File: config.mk
export PLATFORM = sky130hd
export DESIGN_NAME = button_event_qualifier_top
export DESIGN_NICKNAME = d
export VERILOG_FILES = /design/src/design/bevq_pkg.sv /design/src/design/bevq_in_reg.sv /design/src/design/bevq_core.sv /design/src/design/bevq_out_reg.sv /design/src/design/button_event_qualifier_top.sv
export SDC_FILE = /design/constraint.sdc
export NUM_CORES = 1
export LEC_CHECK = 0
export BUFFER_PORTS_ARGS = -buffer_cell sky130_fd_sc_hd__buf_2
export CAP_MARGIN = 10
export CORE_MARGIN = 2
export CORE_UTILIZATION = 55
export DETAILED_ROUTE_END_ITERATION = 8
export HOLD_SLACK_MARGIN = 0.1
export MAX_ROUTING_LAYER = met4
export PLACE_DENSITY = 0.73
export REMOVE_ABC_BUFFERS = 1
export SETUP_SLACK_MARGIN = 0.2
export SYNTH_ARGS = -nofsm -noshare
export SYNTH_HDL_FRONTEND = slang
export SYNTH_HIERARCHICAL = 1
export SYNTH_SLANG_ARGS = --single-unit
File: constraint.sdc
create_clock -name clk -period 4.8 [get_ports clk]
set_input_delay 0.96 -clock clk [delete_from_list [all_inputs] [get_ports clk]]
set_output_delay 0.96 -clock clk [all_outputs]
set_load 0.02 [all_outputs]
File: src/design/bevq_pkg.sv
`timescale 1ns / 1ps
// bevq_pkg: shared types, codes and reset values for the button event qualifier
// no dependencies

package bevq_pkg;

    // field widths
    localparam int TIME_W  = 16;
    localparam int PIN_W   = 3;
    localparam int CODE_W  = 3;
    localparam int CFG_IDX_W = 2;
    localparam int LANES   = 2;

    // request kinds
    localparam logic OP_PIN_CHANGE = 1'b0;
    localparam logic OP_POLL       = 1'b1;

    // configuration register indexes
    localparam logic [CFG_IDX_W-1:0] CFG_DEBOUNCE   = 2'd0;
    localparam logic [CFG_IDX_W-1:0] CFG_LONG_PRESS = 2'd1;
    localparam logic [CFG_IDX_W-1:0] CFG_HELD_DELAY = 2'd2;

    // configuration reset values
    localparam logic [TIME_W-1:0] DEBOUNCE_RST   = 16'd120;
    localparam logic [TIME_W-1:0] LONG_PRESS_RST = 16'd950;
    localparam logic [TIME_W-1:0] HELD_DELAY_RST = 16'd500;

    // pin positions in changed_mask and pin_levels
    localparam logic [1:0] PIN_CCW  = 2'd0;
    localparam logic [1:0] PIN_CW   = 2'd1;
    localparam logic [1:0] PIN_PUSH = 2'd2;

    // event codes
    localparam logic [CODE_W-1:0] EV_NONE     = 3'd0;
    localparam logic [CODE_W-1:0] EV_PUSH     = 3'd1;
    localparam logic [CODE_W-1:0] EV_CW       = 3'd2;
    localparam logic [CODE_W-1:0] EV_CCW      = 3'd3;
    localparam logic [CODE_W-1:0] EV_CW_HELD  = 3'd4;
    localparam logic [CODE_W-1:0] EV_CCW_HELD = 3'd5;

    // lane 0 is the clockwise switch, lane 1 the counter-clockwise one
    localparam logic [1:0] LANE_PIN [LANES] = '{PIN_CW, PIN_CCW};
    localparam logic [CODE_W-1:0] LANE_EDGE_EV [LANES] = '{EV_CW, EV_CCW};
    localparam logic [CODE_W-1:0] LANE_HELD_EV [LANES] = '{EV_CW_HELD, EV_CCW_HELD};

    typedef struct packed {
        logic              opcode;
        logic [TIME_W-1:0] now_ms;
        logic [PIN_W-1:0]  changed_mask;
        logic [PIN_W-1:0]  pin_levels;
    } item_t;

    typedef struct packed {
        logic [CODE_W-1:0] event_code;
        logic              is_pressed;
        logic              is_long_press;
    } result_t;

    // handshake between the core and the result register
    typedef struct packed {
        logic load;   // core finished a poll, result is to be captured
        logic ready;  // result register can take a result this cycle
    } out_ctl_t;

endpackage

File: src/design/bevq_in_reg.sv
`timescale 1ns / 1ps
// bevq_in_reg: input register holding one request ahead of the core
// depends on bevq_pkg

module bevq_in_reg
(
    input  logic           clk,
    input  logic           rst_n,
    input  logic           in_valid,
    output logic           in_stall,
    input  bevq_pkg::item_t in_item,
    input  logic           advance,
    output logic           item_valid,
    output bevq_pkg::item_t item
);

    logic            valid_reg;
    logic            valid_next;
    bevq_pkg::item_t item_reg;
    logic            take;

    // stall only while a held request cannot move on
    assign in_stall   = valid_reg && !advance;
    assign take       = in_valid && !in_stall;
    assign valid_next = take || (valid_reg && !advance);

    always_ff @(posedge clk or negedge rst_n)
    begin
        if (!rst_n)
        begin
            valid_reg <= 1'b0;
        end
        else
        begin
            valid_reg <= valid_next;
        end
    end

    always_ff @(posedge clk)
    begin
        if (take)
        begin
            item_reg <= in_item;
        end
    end

    assign item_valid = valid_reg;
    assign item       = item_reg;

endmodule

File: src/design/bevq_core.sv
`timescale 1ns / 1ps
// bevq_core: configuration registers, button state and the per-request update
// depends on bevq_pkg

module bevq_core
(
    input  logic                                clk,
    input  logic                                rst_n,
    input  logic                                cfg_we,
    input  logic [bevq_pkg::CFG_IDX_W-1:0]      cfg_index,
    input  logic [bevq_pkg::TIME_W-1:0]         cfg_data,
    input  logic                                item_valid,
    input  bevq_pkg::item_t                     item,
    input  logic                                out_ready,
    output logic                                advance,
    output bevq_pkg::out_ctl_t                  out_ctl,
    output bevq_pkg::result_t                   result
);

    localparam int L  = bevq_pkg::LANES;
    localparam int TW = bevq_pkg::TIME_W;

    // configuration
    logic [TW-1:0] debounce_reg;
    logic [TW-1:0] long_press_reg;
    logic [TW-1:0] held_delay_reg;

    // rotary lanes
    logic [L-1:0]  edge_pending_reg;
    logic [L-1:0]  edge_pending_next;
    logic [L-1:0]  held_now_reg;
    logic [L-1:0]  held_now_next;
    logic [L-1:0]  held_reported_reg;
    logic [L-1:0]  held_reported_next;
    logic [TW-1:0] last_press_reg [L];
    logic [TW-1:0] last_press_next [L];
    logic [TW-1:0] hold_start_reg [L];
    logic [TW-1:0] hold_start_next [L];

    // push button
    logic          push_down_reg;
    logic          push_down_next;
    logic [TW-1:0] push_start_reg;
    logic [TW-1:0] push_start_next;
    logic          push_short_reg;
    logic          push_short_next;
    logic          push_long_reg;
    logic          push_long_next;

    logic          is_poll;
    logic          push_pressed;
    logic [TW-1:0] push_elapsed;
    logic [TW-1:0] press_elapsed [L];
    logic [TW-1:0] hold_elapsed [L];
    logic          done;
    logic          hr_now;

    assign is_poll = (item.opcode == bevq_pkg::OP_POLL);
    // pin changes never wait for the result side
    assign advance = item_valid && (!is_poll || out_ready);
    assign out_ctl.load  = advance && is_poll;
    assign out_ctl.ready = out_ready;

    assign push_pressed = !item.pin_levels[bevq_pkg::PIN_PUSH];
    assign push_elapsed = item.now_ms - push_start_reg;

    always_comb
    begin
        edge_pending_next  = edge_pending_reg;
        held_now_next      = held_now_reg;
        held_reported_next = held_reported_reg;
        last_press_next    = last_press_reg;
        hold_start_next    = hold_start_reg;
        push_down_next     = push_down_reg;
        push_start_next    = push_start_reg;
        push_short_next    = push_short_reg;
        push_long_next     = push_long_reg;
        result.event_code    = bevq_pkg::EV_NONE;
        result.is_pressed    = 1'b0;
        result.is_long_press = 1'b0;
        done   = 1'b0;
        hr_now = 1'b0;
        for (int k = 0; k < L; k++)
        begin
            press_elapsed[k] = item.now_ms - last_press_reg[k];
            hold_elapsed[k]  = item.now_ms - hold_start_reg[k];
        end

        if (!is_poll)
        begin
            for (int k = 0; k < L; k++)
            begin
                if (item.changed_mask[bevq_pkg::LANE_PIN[k]])
                begin
                    if (!item.pin_levels[bevq_pkg::LANE_PIN[k]])
                    begin
                        if (press_elapsed[k] > debounce_reg)
                        begin
                            edge_pending_next[k] = 1'b1;
                            last_press_next[k]   = item.now_ms;
                        end
                        held_now_next[k] = 1'b1;
                    end
                    else
                    begin
                        held_now_next[k] = 1'b0;
                    end
                end
            end
            if (item.changed_mask[bevq_pkg::PIN_PUSH])
            begin
                if (push_pressed && !push_down_reg)
                begin
                    push_down_next  = 1'b1;
                    push_start_next = item.now_ms;
                end
                else if (!push_pressed && push_down_reg)
                begin
                    push_down_next = 1'b0;
                    if (push_elapsed < long_press_reg)
                    begin
                        push_short_next = 1'b1;
                    end
                    else
                    begin
                        push_long_next = 1'b1;
                    end
                end
            end
        end
        else if (push_short_reg || push_long_reg)
        begin
            result.event_code    = bevq_pkg::EV_PUSH;
            result.is_pressed    = 1'b1;
            result.is_long_press = push_long_reg;
            push_short_next = 1'b0;
            push_long_next  = 1'b0;
        end
        else
        begin
            // clockwise lane first, counter-clockwise only if it stayed quiet
            for (int k = 0; k < L; k++)
            begin
                if (!done)
                begin
                    if (edge_pending_reg[k])
                    begin
                        edge_pending_next[k] = 1'b0;
                        result.event_code = bevq_pkg::LANE_EDGE_EV[k];
                        result.is_pressed = 1'b1;
                        if (held_now_reg[k])
                        begin
                            hold_start_next[k] = item.now_ms;
                        end
                        done = 1'b1;
                    end
                    else if (held_now_reg[k])
                    begin
                        hr_now = held_reported_reg[k] || (hold_elapsed[k] >= held_delay_reg);
                        held_reported_next[k] = hr_now;
                        if (hr_now)
                        begin
                            result.event_code = bevq_pkg::LANE_HELD_EV[k];
                            result.is_pressed = 1'b1;
                            done = 1'b1;
                        end
                    end
                    else
                    begin
                        held_reported_next[k] = 1'b0;
                        hold_start_next[k]    = item.now_ms;
                    end
                end
            end
        end
    end

    always_ff @(posedge clk or negedge rst_n)
    begin
        if (!rst_n)
        begin
            debounce_reg   <= bevq_pkg::DEBOUNCE_RST;
            long_press_reg <= bevq_pkg::LONG_PRESS_RST;
            held_delay_reg <= bevq_pkg::HELD_DELAY_RST;
        end
        else if (cfg_we)
        begin
            case (cfg_index)
                bevq_pkg::CFG_DEBOUNCE:   debounce_reg   <= cfg_data;
                bevq_pkg::CFG_LONG_PRESS: long_press_reg <= cfg_data;
                bevq_pkg::CFG_HELD_DELAY: held_delay_reg <= cfg_data;
                default:                  ;
            endcase
        end
    end

    always_ff @(posedge clk or negedge rst_n)
    begin
        if (!rst_n)
        begin
            edge_pending_reg  <= '0;
            held_now_reg      <= '0;
            held_reported_reg <= '0;
            for (int k = 0; k < L; k++)
            begin
                last_press_reg[k] <= '0;
                hold_start_reg[k] <= '0;
            end
            push_down_reg  <= 1'b0;
            push_start_reg <= '0;
            push_short_reg <= 1'b0;
            push_long_reg  <= 1'b0;
        end
        else if (advance)
        begin
            edge_pending_reg  <= edge_pending_next;
            held_now_reg      <= held_now_next;
            held_reported_reg <= held_reported_next;
            last_press_reg    <= last_press_next;
            hold_start_reg    <= hold_start_next;
            push_down_reg     <= push_down_next;
            push_start_reg    <= push_start_next;
            push_short_reg    <= push_short_next;
            push_long_reg     <= push_long_next;
        end
    end

endmodule

File: src/design/bevq_out_reg.sv
`timescale 1ns / 1ps
// bevq_out_reg: result register on the output channel
// depends on bevq_pkg

module bevq_out_reg
(
    input  logic               clk,
    input  logic               rst_n,
    input  bevq_pkg::out_ctl_t ctl,
    input  bevq_pkg::result_t  result_in,
    output logic               ready,
    output logic               out_valid,
    input  logic               out_stall,
    output bevq_pkg::result_t  result_out
);

    logic              valid_reg;
    logic              valid_next;
    bevq_pkg::result_t result_reg;

    assign ready      = !valid_reg || !out_stall;
    assign valid_next = ctl.load || (valid_reg && out_stall);

    always_ff @(posedge clk or negedge rst_n)
    begin
        if (!rst_n)
        begin
            valid_reg <= 1'b0;
        end
        else
        begin
            valid_reg <= valid_next;
        end
    end

    always_ff @(posedge clk)
    begin
        if (ctl.load && ctl.ready)
        begin
            result_reg <= result_in;
        end
    end

    assign out_valid  = valid_reg;
    assign result_out = result_reg;

endmodule

File: src/design/button_event_qualifier_top.sv
`timescale 1ns / 1ps
// button_event_qualifier_top: top level of the button event qualifier
// depends on bevq_pkg, bevq_in_reg, bevq_core, bevq_out_reg
// usage
//   input channel: in_valid / in_stall with opcode, now_ms, changed_mask and
//   pin_levels; a request is taken when in_valid is high and in_stall low
//   a pin-change request only updates the button state and gives no result
//   a poll request gives exactly one result on the output channel:
//   event_code, is_pressed, is_long_press under out_valid / out_stall
//   configuration: cfg_we writes cfg_data to register cfg_index
//   (0 debounce, 1 long press, 2 held delay); other indexes are dropped;
//   write only while no request is in flight
// timing
//   a poll result passes through the input register and the result register
//   one request per cycle while the result side takes it, all work in one registered pass
// reset
//   rst_n low clears all button state, both channels go empty and the
//   configuration returns to 120 / 950 / 500 ms
// stall
//   a stalled result holds in the result register; one more request waits
//   in the input register, pin changes still pass, then in_stall rises

module button_event_qualifier_top
(
    input  logic                              clk,
    input  logic                              rst_n,
    // configuration write port
    input  logic                              cfg_we,
    input  logic [bevq_pkg::CFG_IDX_W-1:0]    cfg_index,
    input  logic [bevq_pkg::TIME_W-1:0]       cfg_data,
    // request channel
    input  logic                              in_valid,
    output logic                              in_stall,
    input  logic                              opcode,
    input  logic [bevq_pkg::TIME_W-1:0]       now_ms,
    input  logic [bevq_pkg::PIN_W-1:0]        changed_mask,
    input  logic [bevq_pkg::PIN_W-1:0]        pin_levels,
    // result channel
    output logic                              out_valid,
    input  logic                              out_stall,
    output logic [bevq_pkg::CODE_W-1:0]       event_code,
    output logic                              is_pressed,
    output logic                              is_long_press
);

    bevq_pkg::item_t    in_item;
    bevq_pkg::item_t    item;
    logic               item_valid;
    logic               advance;
    logic               out_ready;
    bevq_pkg::out_ctl_t out_ctl;
    bevq_pkg::result_t  core_result;
    bevq_pkg::result_t  result;

    // gather the request fields
    assign in_item.opcode       = opcode;
    assign in_item.now_ms       = now_ms;
    assign in_item.changed_mask = changed_mask;
    assign in_item.pin_levels   = pin_levels;

    // request register
    bevq_in_reg u_in_reg
    (
        .clk        (clk),
        .rst_n      (rst_n),
        .in_valid   (in_valid),
        .in_stall   (in_stall),
        .in_item    (in_item),
        .advance    (advance),
        .item_valid (item_valid),
        .item       (item)
    );

    // state and single-pass update
    bevq_core u_core
    (
        .clk        (clk),
        .rst_n      (rst_n),
        .cfg_we     (cfg_we),
        .cfg_index  (cfg_index),
        .cfg_data   (cfg_data),
        .item_valid (item_valid),
        .item       (item),
        .out_ready  (out_ready),
        .advance    (advance),
        .out_ctl    (out_ctl),
        .result     (core_result)
    );

    // result register
    bevq_out_reg u_out_reg
    (
        .clk        (clk),
        .rst_n      (rst_n),
        .ctl        (out_ctl),
        .result_in  (core_result),
        .ready      (out_ready),
        .out_valid  (out_valid),
        .out_stall  (out_stall),
        .result_out (result)
    );

    assign event_code    = result.event_code;
    assign is_pressed    = result.is_pressed;
    assign is_long_press = result.is_long_press;

endmodule

==> results.md, run 1 <==
* Setup CP Type: reg -> reg
* Unrepaired setup endpoints after global routing: false
* Fill cells at 1693
* Rows at 52
* Worst Tran Pin Value at 1.14 ns
* Seq cells post-synth at 167
* DRC at 0
* R2r worst-path depth at 18
* Worst-path fanout max at 16
* Clk_lat worst skew at 0.44 ns
* Crit path required time at 5.11 ns
* First-pass GRT wire length at 40400 um
* GRT Residual Overflow at 0
* CP Launch Type: flop
* Final setup viols at 0
* Hpwl dp at 19300 um
* Clock root cell: clkbuf_16
* Clk pwr share at roughly 15%
* Synthesized area at around 12000 um^2
* Switching Power at 0.00370 W
* Final ANT Viol Nets at 0
* Clk sinks at 167
* Gpl congestion at 0.872
* Port-buffer cells at 52
* Main synth FF type: dfrtp_1
* Drt wl/cell at 16.8 um
* Largest net degree at the start of global routing at 56
* Gate power share at 60.3%
* Leak at about 6.1 nW
* GRT Overall Usage at 24.2%
* Max-cap viol count at 0
* Sequential area share after synthesis at 37.6%
* Routed WL at ~25000 um
* Ant diodes at 0
* Ys async rst share at a little over four fifths
* Fraction of layout cells with a size suffix above 1 at 21.1%
* Post-synth cell types at 68
* Synthesized area per cell at between 10 and 15 um^2
* Normalized max-slew margin at 24.0%
* Vias in the first global route at 8298
* Final-report hold violation count at 0
* Cells after Synth at 1127
* Post-route setup slack at 0.444 ns
* Initial antenna violation count at 0
* HP Class: in -> async
* Outcome: finished clean
* Reg-to-Reg End: u_core/hold_start_reg[13]
* R2R Setup Slk at 0.44 ns
* Sequential share of power at 24.7%
* Initial Util at 56.5%
* First DRT Iteration DRCs at 319
* Critical R2R Launch: u_in_reg/item[7]
* Longest Clk Path Bufs at 2
* FMAX at 0.230 GHz
* Chip Width at 149 um
* # IOs at 53
* Place WS at around 0.025 ns
* H-tree depth at 4
* Final Max Tran Viols at 0
* Core box area at 20400 um^2
* Via count at 8279
* Skew final at 0.0129 ns
* Die height at 149 um
* TritonCTS clock tree: done
* Nets at 1409
* Critical Path Sink Type: flop
* Number of synthesized flops with an enable pin at 28
* DR pass1 iterations at 5
* Die area at 22200 um^2
* Final Cell Area at approximately 13000 um^2
* Final period util at roughly 91%
* Int Power at 0.00516 W
* Worst-case vdd ir drop at around 320 uV
* DP Area at about 12000 um^2
* Clock-pin slew on the worst setup and hold paths at 0.07 ns
* Synth warn at 6
* Setup TNS at 0 ns
* P per Cell Area at a little under 700 nW/um^2
* Area grow syn2layout at 11.6%
* Critical Path AT at between 4 and 5 ns
* Sw Ratio at 41.7%
* Vias per cell at 5.58
* Minimum clock period at 4.36 ns
* Hold Buf Count CTS at 0
* Num CTS Buffers at 17
## stage by stage
step | utilization (%) | power [W] | std cells | hold slack, ns
6_report | 63.0 | 0.00886 | 1485 | 0.477
2_1_floorplan | - | 0.00624 | 1113 | 0.439
3_5_place_dp | 59.5 | 0.00739 | 1446 | 0.467
3_3_place_gp | 59.5 | 0.00722 | 1446 | 0.460
4_1_cts | 62.5 | 0.00879 | 1481 | 0.477
5_1_grt | 63.0 | 0.00969 | 1485 | 0.493
## routing by layer
| metal | GRT usage (%) | vias to the layer above | wire (um) |
|---|---|---|---|
| met5 | - | - | 0 |
| met3 | 3.67 | 30 | 720 |
| li1 | - | 4137 | - |
| met2 | 41.0 | 116 | 12300 |
| met4 | 6.81 | 0 | 412 |
| met1 | 30.3 | 3996 | 11500 |
## cell usage after synthesis, types with 5 or more instances
library cell | count | area share (%)
nand4_1 | 11 | 0.60
nand2_1 | 53 | 1.7
xor2_1 | 17 | 1.3
mux2_2 | 106 | 10
inv_1 | 140 | 4.6
a211oi_1 | 10 | 0.65
or3_1 | 7 | 0.38
nor3_1 | 22 | 0.95
dfstp_2 | 17 | 3.9
a21oi_1 | 68 | 2.9
nand3_1 | 15 | 0.65
a31o_2 | 5 | 0.38
xnor2_1 | 50 | 3.8
clkbuf_1 | 8 | 0.26
nor2_1 | 50 | 1.6
o21a_1 | 20 | 1.3
edfxtp_1 | 28 | 7.3
nor2b_1 | 14 | 0.76
a21o_1 | 32 | 2.1
o21ai_0 | 68 | 2.9
fa_1 | 5 | 0.87
dfrtp_1 | 122 | 26
o31a_1 | 8 | 0.61
nand2b_1 | 9 | 0.49
o21bai_1 | 8 | 0.52
ha_1 | 156 | 17
## final cells by class
cell class | count | area, um^2 | area share [%]
Clock buffer | 17 | 425 | 3.30
Clock inverter | 15 | 139 | 1.08
Inverter | 140 | 526 | 4.08
Multi-Input combinational cell | 806 | 6670 | 51.8
Sequential cell | 167 | 4340 | 33.7
Tap cell | 270 | 338 | 2.62
Timing Repair Buffer | 70 | 434 | 3.37
## layout by cell type, fill, tap and decap left out, types with 15 or more instances in the layout
master	n
ha_1	156
inv_1	140
dfrtp_1	122
mux2_2	106
a21oi_1	68
o21ai_0	66
nand2_1	53
buf_2	51
nor2_1	50
xnor2_1	50
a21o_1	32
edfxtp_1	28
nor3_1	21
o21a_1	20
clkbuf_16	17
xor2_1	17
dfstp_2	17
nand3_1	15
## what timing repair did
item / 4_1_cts / 5_1_grt
endpoints found under the setup margin: 19 / 51
setup buffers: 3 / 4
gates resized for setup: 2 / 17
gates cloned: 0 / 0
pin swaps: 1 / 4
## how the worst max path moves through the flow
stage | from | endpoint | slack [ns] | cells after the start
detailed placement | u_in_reg/item[6] | u_out_reg/result_out[2] | 0.02 | 19
floorplan | u_in_reg/item[7] | u_core/hold_start_reg[0] | 0.45 | 16
global route | u_in_reg/item[7] | u_core/hold_start_reg[12] | 0.19 | 18
global placement | u_in_reg/item[6] | u_out_reg/result_out[2] | 0.09 | 19
finish | u_in_reg/item[7] | u_core/hold_start_reg[13] | 0.44 | 18
CTS | u_in_reg/item[6] | u_core/hold_start_reg[12] | 0.21 | 19
## power groups by stage
stage	combinational, W	sequential, W	clock [W]
global placement	0.00503	0.00219	0
detailed placement	0.00517	0.00221	0
finish	0.00534	0.00219	0.00132
global route	0.00603	0.00225	0.00140
CTS	0.00525	0.00219	0.00135
floorplan	0.00410	0.00215	0
## critical path: stages (launching register included)
cell,delay [ns]
edfxtp_1,0.47
buf_6,0.18
ha_1,0.29
nor2b_4,0.13
o31a_1,0.27
or4_4,0.44
a31oi_4,0.24
o21bai_1,0.09
a21oi_1,0.16
xnor2_1,0.14
ha_1,0.27
a211oi_2,0.23
o21ai_0,0.10
o21ai_0,0.10
o211ai_2,0.15
a31oi_2,0.26
and3_4,0.23
buf_12,0.15
mux2_2,0.34
## logic make-up after synthesis
group,Yosys count,synth area share [%]
compound gates,260,14.7
xor+xnor,67,5.09
fa+ha+maj,161,17.8
buf+inv,154,5.16
flops,167,37.6
mux,111,10.8
simple gates,207,8.89
(Power assumes the default switching activity.)
==> run 2: changes to the inputs <==
Settings changed: RECOVER_POWER set to 100.
==> run 2 against run 1 <==
The run now ends with capacitance limit, slew limit left. Non-clock buffer count stayed put. Via count down 0.13%. Cell count did not move. Final area shrank 0.52%. Clock skew hardly changed. Total power down 0.53%. Die area unchanged. Critical path depth increased by 1. Clock power is essentially flat. Setup slack got worse by 0.072 ns. Register-to-register slack got worse by 0.07 ns. Sequential share of layout area up 0.18 points.
==> results.md, run 2 (synthesis results as in run 1) <==
* First-pass GRT wire length at 40400 um (unchanged)
* HP Class: reg -> reg
* Critical R2R Launch: u_in_reg/item[6]
* Die height at 149 um (unchanged)
* CP Launch Type: flop
* Violated checks: capacitance limit, slew limit
* Leak at 6.02 nW (-0.91%)
* Via count at 8268 (-0.13%)
* First DRT Iteration DRCs at 351 (+10%)
* Fraction of layout cells with a size suffix above 1 at 19.3% (-1.7 points)
* GRT Overall Usage at 24.2% (unchanged)
* Critical Path AT at 4.60 ns (-0.07 ns)
* DRC at 0 (unchanged)
* Ant diodes at 0 (unchanged)
* Worst-path fanout max at 6 (-10)
* Area grow syn2layout at 11.0%
* Tot Pwr at 0.00881 W (-0.53%)
* Global-route met2 utilization at 41.0% (unchanged)
* Final Cell Area at 12800 um^2 (-0.52%)
* Vias per cell at 5.57 (-0.13%)
* GRT Residual Overflow at 0 (unchanged)
* Largest net degree at the start of global routing at 56 (unchanged)
* Final Non-Filler Cells at 1485 (unchanged)
* Clock-pin slew on the worst setup and hold paths at 0.08 ns (about the same)
* Multi-input logic area at 6630 um^2 (-0.64%)
* Worst Tran Pin Value at 3.17 ns (+2.03 ns)
* Unrepaired setup endpoints after global routing: false
* Final-report hold violation count at 0 (unchanged)
* Skew final at 0.0125 ns (-0.000340 ns)
* Final Max Tran Viols at 95 (+95)
* Rows at 52 (unchanged)
* FMAX at 0.226 GHz (-1.6%)
* Clock root cell: clkbuf_16
* Worst setup startpoint: u_in_reg/item[6]
* Clk_lat worst skew at 0.44 ns (about the same)
* DR pass1 iterations at 5 (unchanged)
* Longest Clk Path Bufs at 2 (unchanged)
* Chip Width at 149 um (unchanged)
* Die area at 22200 um^2 (unchanged)
* Setup TNS at 0 ns (unchanged)
* Crit path required time at 4.97 ns (-0.14 ns)
* P per Cell Area at 688 nW/um^2 (about the same)
* Num CTS Buffers at 17 (unchanged)
* Critical path endpoint: u_out_reg/result_out[2]
* Hold Crit Depth at 1
* DP Area at 12200 um^2 (unchanged)
* H-tree depth at 4 (unchanged)
* Gr busiest metal: met2
* Initial antenna violation count at 0 (unchanged)
* Initial Util at 56.5% (unchanged)
* # IOs at 53 (unchanged)
* Critical Path Sink Type: flop
* TritonCTS clock tree: done
* Met1 Use GR at 30.3% (unchanged)
* Worst-case vdd ir drop at 323 uV (+0.23%)
* Final period util at 92.3% (+1.5 points)
* Commonest non-fill, non-tap cell in the layout: ha_1
* Hold WS at 0.478 ns (+0.000345 ns)
* Clk sinks at 167 (unchanged)
* Register area at 4340 um^2 (unchanged)
* Port-buffer cells at 52 (unchanged)
* Outcome: finished with violations
* R2R Setup Slk at 0.37 ns (-0.07 ns)
* Global routing met3 resource utilization at 3.67% (unchanged)
* Hpwl dp at 19300 um (unchanged)
* Normalized max-slew margin at -111% (-140 points)
* Reg-to-Reg End: u_out_reg/result_out[2]
* Final ANT Viol Nets at 0 (unchanged)
* Fill cells at 1714 (+1.2%)
* Drt wl/cell at 16.7 um (about the same)
* Gpl congestion at 0.872 (unchanged)
* Routed WL at 24900 um (about the same)
* Final setup viols at 0 (unchanged)
* Setup CP Type: reg -> reg
* Vias in the first global route at 8298 (unchanged)
* Post-Place Cells at 1446 (unchanged)
* R2r worst-path depth at 19 (+1)
* Most frequent cells in the layout: ha_1 (156), inv_1 (140), dfrtp_1 (122)
* Core box area at 20400 um^2 (unchanged)
* Max-cap viol count at 3 (+3)
* Minimum clock period at 4.43 ns (+0.0721 ns)
* Nets at 1409 (unchanged)
-- run 2: cell types whose count changed in the layout (fill, tap and decap cells not counted), sizes merged --
cell,before,now
clkbuf,17,29
buf,70,58
-- run 2: how the worst min path moves through the flow --
stage	endpoint	start
3_3_place_gp	u_core/held_now_reg[1]	u_in_reg/item[0]
4_1_cts	u_core/held_now_reg[1]	u_in_reg/item[0]
2_1_floorplan	u_core/held_now_reg[1]	u_in_reg/item[0]
6_report	u_core/held_now_reg[1]	u_in_reg/item[0]
3_5_place_dp	u_core/held_now_reg[1]	u_in_reg/item[0]
5_1_grt	u_core/held_now_reg[1]	u_in_reg/item[0]
-- run 2: per-stage QoR --
| step | utilization [%] | worst slack (ns) |
|---|---|---|
| floorplan | - | 0.451 |
| global placement | 59.5 | 0.0887 |
| detailed placement | 59.5 | 0.0250 |
| CTS | 62.5 | 0.210 |
| global route | 62.7 | 0.123 |
| finish | 62.7 | 0.372 |
-- run 2: worst max-delay path, cell delays in order (launching register included) --
cell and delay [ns]:
edfxtp_1 0.39, inv_1 0.07, buf_4 0.16, ha_1 0.21
inv_1 0.07, fa_1 0.26, a211oi_2 0.11, o21ba_2 0.25
nor4_4 0.31, nor3_2 0.08, o41ai_1 0.47, a21oi_1 0.15
xnor2_1 0.18, ha_1 0.27, a21o_1 0.16, a211o_1 0.33
a2111oi_2 0.29, nor3b_1 0.14, nor2_1 0.14, o21ai_0 0.11
-- run 2: where the power goes --
group          leakage (nW)  switching, W  total [W]  internal, W
Sequential             1.92      0.000260    0.00219      0.00193
Combinational          3.82       0.00278    0.00530      0.00252
Clock                 0.277      0.000634    0.00132     0.000687
-- run 2: routing by layer --
layer | wire, um | part of all wire (%)
met5 | 0 | 0
met4 | 416 | 1.7
met3 | 725 | 2.9
met2 | 12300 | 49
met1 | 11400 | 46
-- run 2: timing repair --
item                                    CTS  global route
pin swaps                                 1             4
hold endpoints to repair                  0             0
setup buffers                             3             4
gates resized for setup                   2            17
hold buffers                              0             0
endpoints found under the setup margin   19            51
-- run 2: cell type report --
cell class / count / share of cell area (%)
clock inverter: 15 / 1.08
multi-input combinational: 806 / 51.8
clock buffer: 17 / 3.32
timing repair buffer: 70 / 3.19
tap: 270 / 2.64
sequential: 167 / 33.9
inverter: 140 / 4.10
==> run 3: changes to the inputs <==
Settings changed: CELL_PAD_IN_SITES_DETAIL_PLACEMENT set to 0, CELL_PAD_IN_SITES_GLOBAL_PLACEMENT set to 1, CORE_UTILIZATION 55 to 50, PLACE_DENSITY 0.73 to 0.81.
==> run 3 against run 2 <==
The run still ends with capacitance limit, slew limit left. Sequential share of layout area down 0.23 points. Final area up 0.69%. Via count down 0.29%. Sequential power about the same. Flip-flop and latch count unchanged. Non-clock buffer count up 4. Clock skew down 0.0018 ns. Clock power up 7%. Critical path depth down 4. Die area up 9.7%. Total power up 0.37%. Critical path type unchanged. Critical endpoint is now u_core/last_press_reg[22]. Largest power group unchanged.
==> results.md, run 3 (synthesis results as in run 1) <==
* H-tree depth at 4 (unchanged)
* Place WS at 0.148 ns (+0.123 ns)
* Final-report hold violation count at 0 (unchanged)
* Clk_lat worst skew at 0.44 ns (about the same)
* Commonest non-fill, non-tap cell in the layout: ha_1
* Hpwl dp at 19200 um (-0.50%)
* Violated checks: capacitance limit, slew limit
* Leak at 6.06 nW (+0.68%)
* Die area at 24300 um^2 (+9.7%)
* Routed WL at 24800 um (-0.43%)
* Nets at 1413 (+0.28%)
* First DRT Iteration DRCs at 388 (+11%)
* Rows at 55 (+5.8%)
* Longest Clk Path Bufs at 2 (unchanged)
* Via count at 8244 (-0.29%)
* Final period util at 92.3% (about the same)
* Critical Path AT at 4.75 ns (+0.15 ns)
* Area grow syn2layout at 11.8%
* Final ANT Viol Nets at 0 (unchanged)
* Outcome: finished with violations
* Register area at 4340 um^2 (unchanged)
* First-pass GRT wire length at 40800 um (+1.1%)
* Fraction of layout cells with a size suffix above 1 at 19.8% (+0.43 points)
* Normalized max-slew margin at -129% (-18 points)
* Vias per cell at 5.48 (-1.5%)
* Fill cells at 2005 (+17%)
* Worst Tran Pin Value at 3.44 ns (+0.268 ns)
* Drt wl/cell at 16.5 um (-1.7%)
* Sw Ratio at 41.9% (+0.28 points)
* HP Class: reg -> reg
* Max-cap viol count at 2 (-1)
* Clock-pin slew on the worst setup and hold paths at 0.07 ns (about the same)
* Most frequent cells in the layout: ha_1 (156), inv_1 (140), dfrtp_1 (122)
* Initial antenna violation count at 0 (unchanged)
* FMAX at 0.226 GHz (about the same)
* Setup TNS at 0 ns (unchanged)
* Post-route setup slack at 0.370 ns (-0.00153 ns)
* Vias in the first global route at 8157 (-1.7%)
* DR pass1 iterations at 8 (+3)
* Worst-path fanout max at 17 (+11)
* Num CTS Buffers at 17 (unchanged)
* Sequential share of power at 24.6% (-0.3 points)
* GRT Residual Overflow at 0 (unchanged)
* GRT Overall Usage at 22.2% (-2.0 points)
* Final setup viols at 0 (unchanged)
* DRC at 0 (unchanged)
* Clock root cell: clkbuf_16
* Minimum clock period at 4.43 ns (+0.00153 ns)
* Hold Buf Count CTS at 0 (unchanged)
* Largest net degree at the start of global routing at 72 (+29%)
* Skew final at 0.0108 ns (-0.00176 ns)
* Die height at 156 um (+4.8%)
* TritonCTS clock tree: done
* Ant diodes at 0 (unchanged)
* Chip Width at 156 um (+4.8%)
* Worst-case vdd ir drop at 326 uV (+1.1%)
* Clk sinks at 167 (unchanged)
* Multi-input logic area at 6620 um^2 (-0.15%)
* Initial Util at 51.0% (-5.5 points)
* Core Util, Final at 57.0% (-5.7 points)
* Clk pwr share at 16.0% (+1.0 points)
* # IOs at 53 (unchanged)
* Switching Power at 0.00371 W (+1.0%)
* P per Cell Area at 686 nW/um^2 (-0.32%)
* Gate power share at 59.4% (-0.7 points)
* Crit path required time at 5.12 ns (+0.15 ns)
* Unrepaired setup endpoints after global routing: false
* Port-buffer cells at 52 (unchanged)
* Gpl congestion at 0.885 (+1.5%)
* Final Max Tran Viols at 96 (+1.1%)
* Int Power at 0.00513 W (-0.11%)
* Critical Path Sink Type: flop
* CP Launch Type: flop
* Core box area at 22600 um^2 (+11%)
* Setup CP Type: reg -> reg
run 3: power groups by stage:
stage                     Clock (W)  Combinational, W  Sequential (W)
final                       0.00141           0.00525         0.00217
after global routing        0.00152           0.00598         0.00223
after CTS                   0.00145           0.00524         0.00218
after detailed placement          0           0.00518         0.00220
after global placement            0           0.00508         0.00218
after floorplan                   0           0.00410         0.00215
run 3: area by class of cell:
| class | instances | share of cell area [%] |
|---|---|---|
| Inverter | 140 | 4.07 |
| Multi-Input combinational cell | 806 | 51.3 |
| Clock inverter | 15 | 1.50 |
| Tap cell | 285 | 2.77 |
| Timing Repair Buffer | 74 | 3.37 |
| Sequential cell | 167 | 33.7 |
| Clock buffer | 17 | 3.30 |
run 3: layer usage:
metal / wire length (um) / track usage, % / share of wire (%)
met1: 11900 / 29.0 / 48
met5: 0 / - / 0
met4: 570 / 6.33 / 2.3
met3: 584 / 3.42 / 2.4
met2: 11700 / 36.0 / 47
run 3: critical path, cell delays in order (launching register included):
cell and delay, ns:
edfxtp_1 0.51, buf_4 0.19, ha_1 0.28, nor2b_1 0.15, o31a_1 0.29, nor3_1 0.42
o221ai_1 0.29, a31o_2 0.29, a21oi_1 0.16, xnor2_1 0.13, ha_1 0.30, a211oi_1 0.41
nand3_1 0.15, o21ai_2 0.18, buf_12 0.19, mux2_2 0.35
run 3: path summary, 6_finish.rpt:
kind	endpoint	depth (start not counted)	slack (ns)	startpoint
max in group asynchronous	u_core/last_press_reg[5]	1	0.97	rst_n
max	u_core/last_press_reg[22]	15	0.37	u_in_reg/item[7]
max reg2reg	u_core/last_press_reg[22]	15	0.37	u_in_reg/item[7]
min reg2reg	u_core/hold_start_reg[8]	1	0.49	u_core/hold_start_reg[8]
min in group asynchronous	u_core/long_press_reg[6]	1	1.89	rst_n
min	u_core/hold_start_reg[8]	1	0.49	u_core/hold_start_reg[8]
run 3: metrics by stage:
stage | instances | total power [W] | hold WS (ns) | cell area (um^2)
final | 1504 | 0.00884 | 0.485 | 12900
after global routing | 1504 | 0.00973 | 0.504 | 12900
after CTS | 1496 | 0.00887 | 0.492 | 12800
after detailed placement | 1464 | 0.00739 | 0.475 | 12200
after global placement | 1464 | 0.00726 | 0.467 | 12200
after floorplan | 1113 | 0.00624 | 0.439 | 11500
run 3: what timing repair did:
item / in CTS / in global routing
resized for setup: 1 / 10
endpoints found under the setup margin: 3 / 37
buffers inserted: 0 / 8
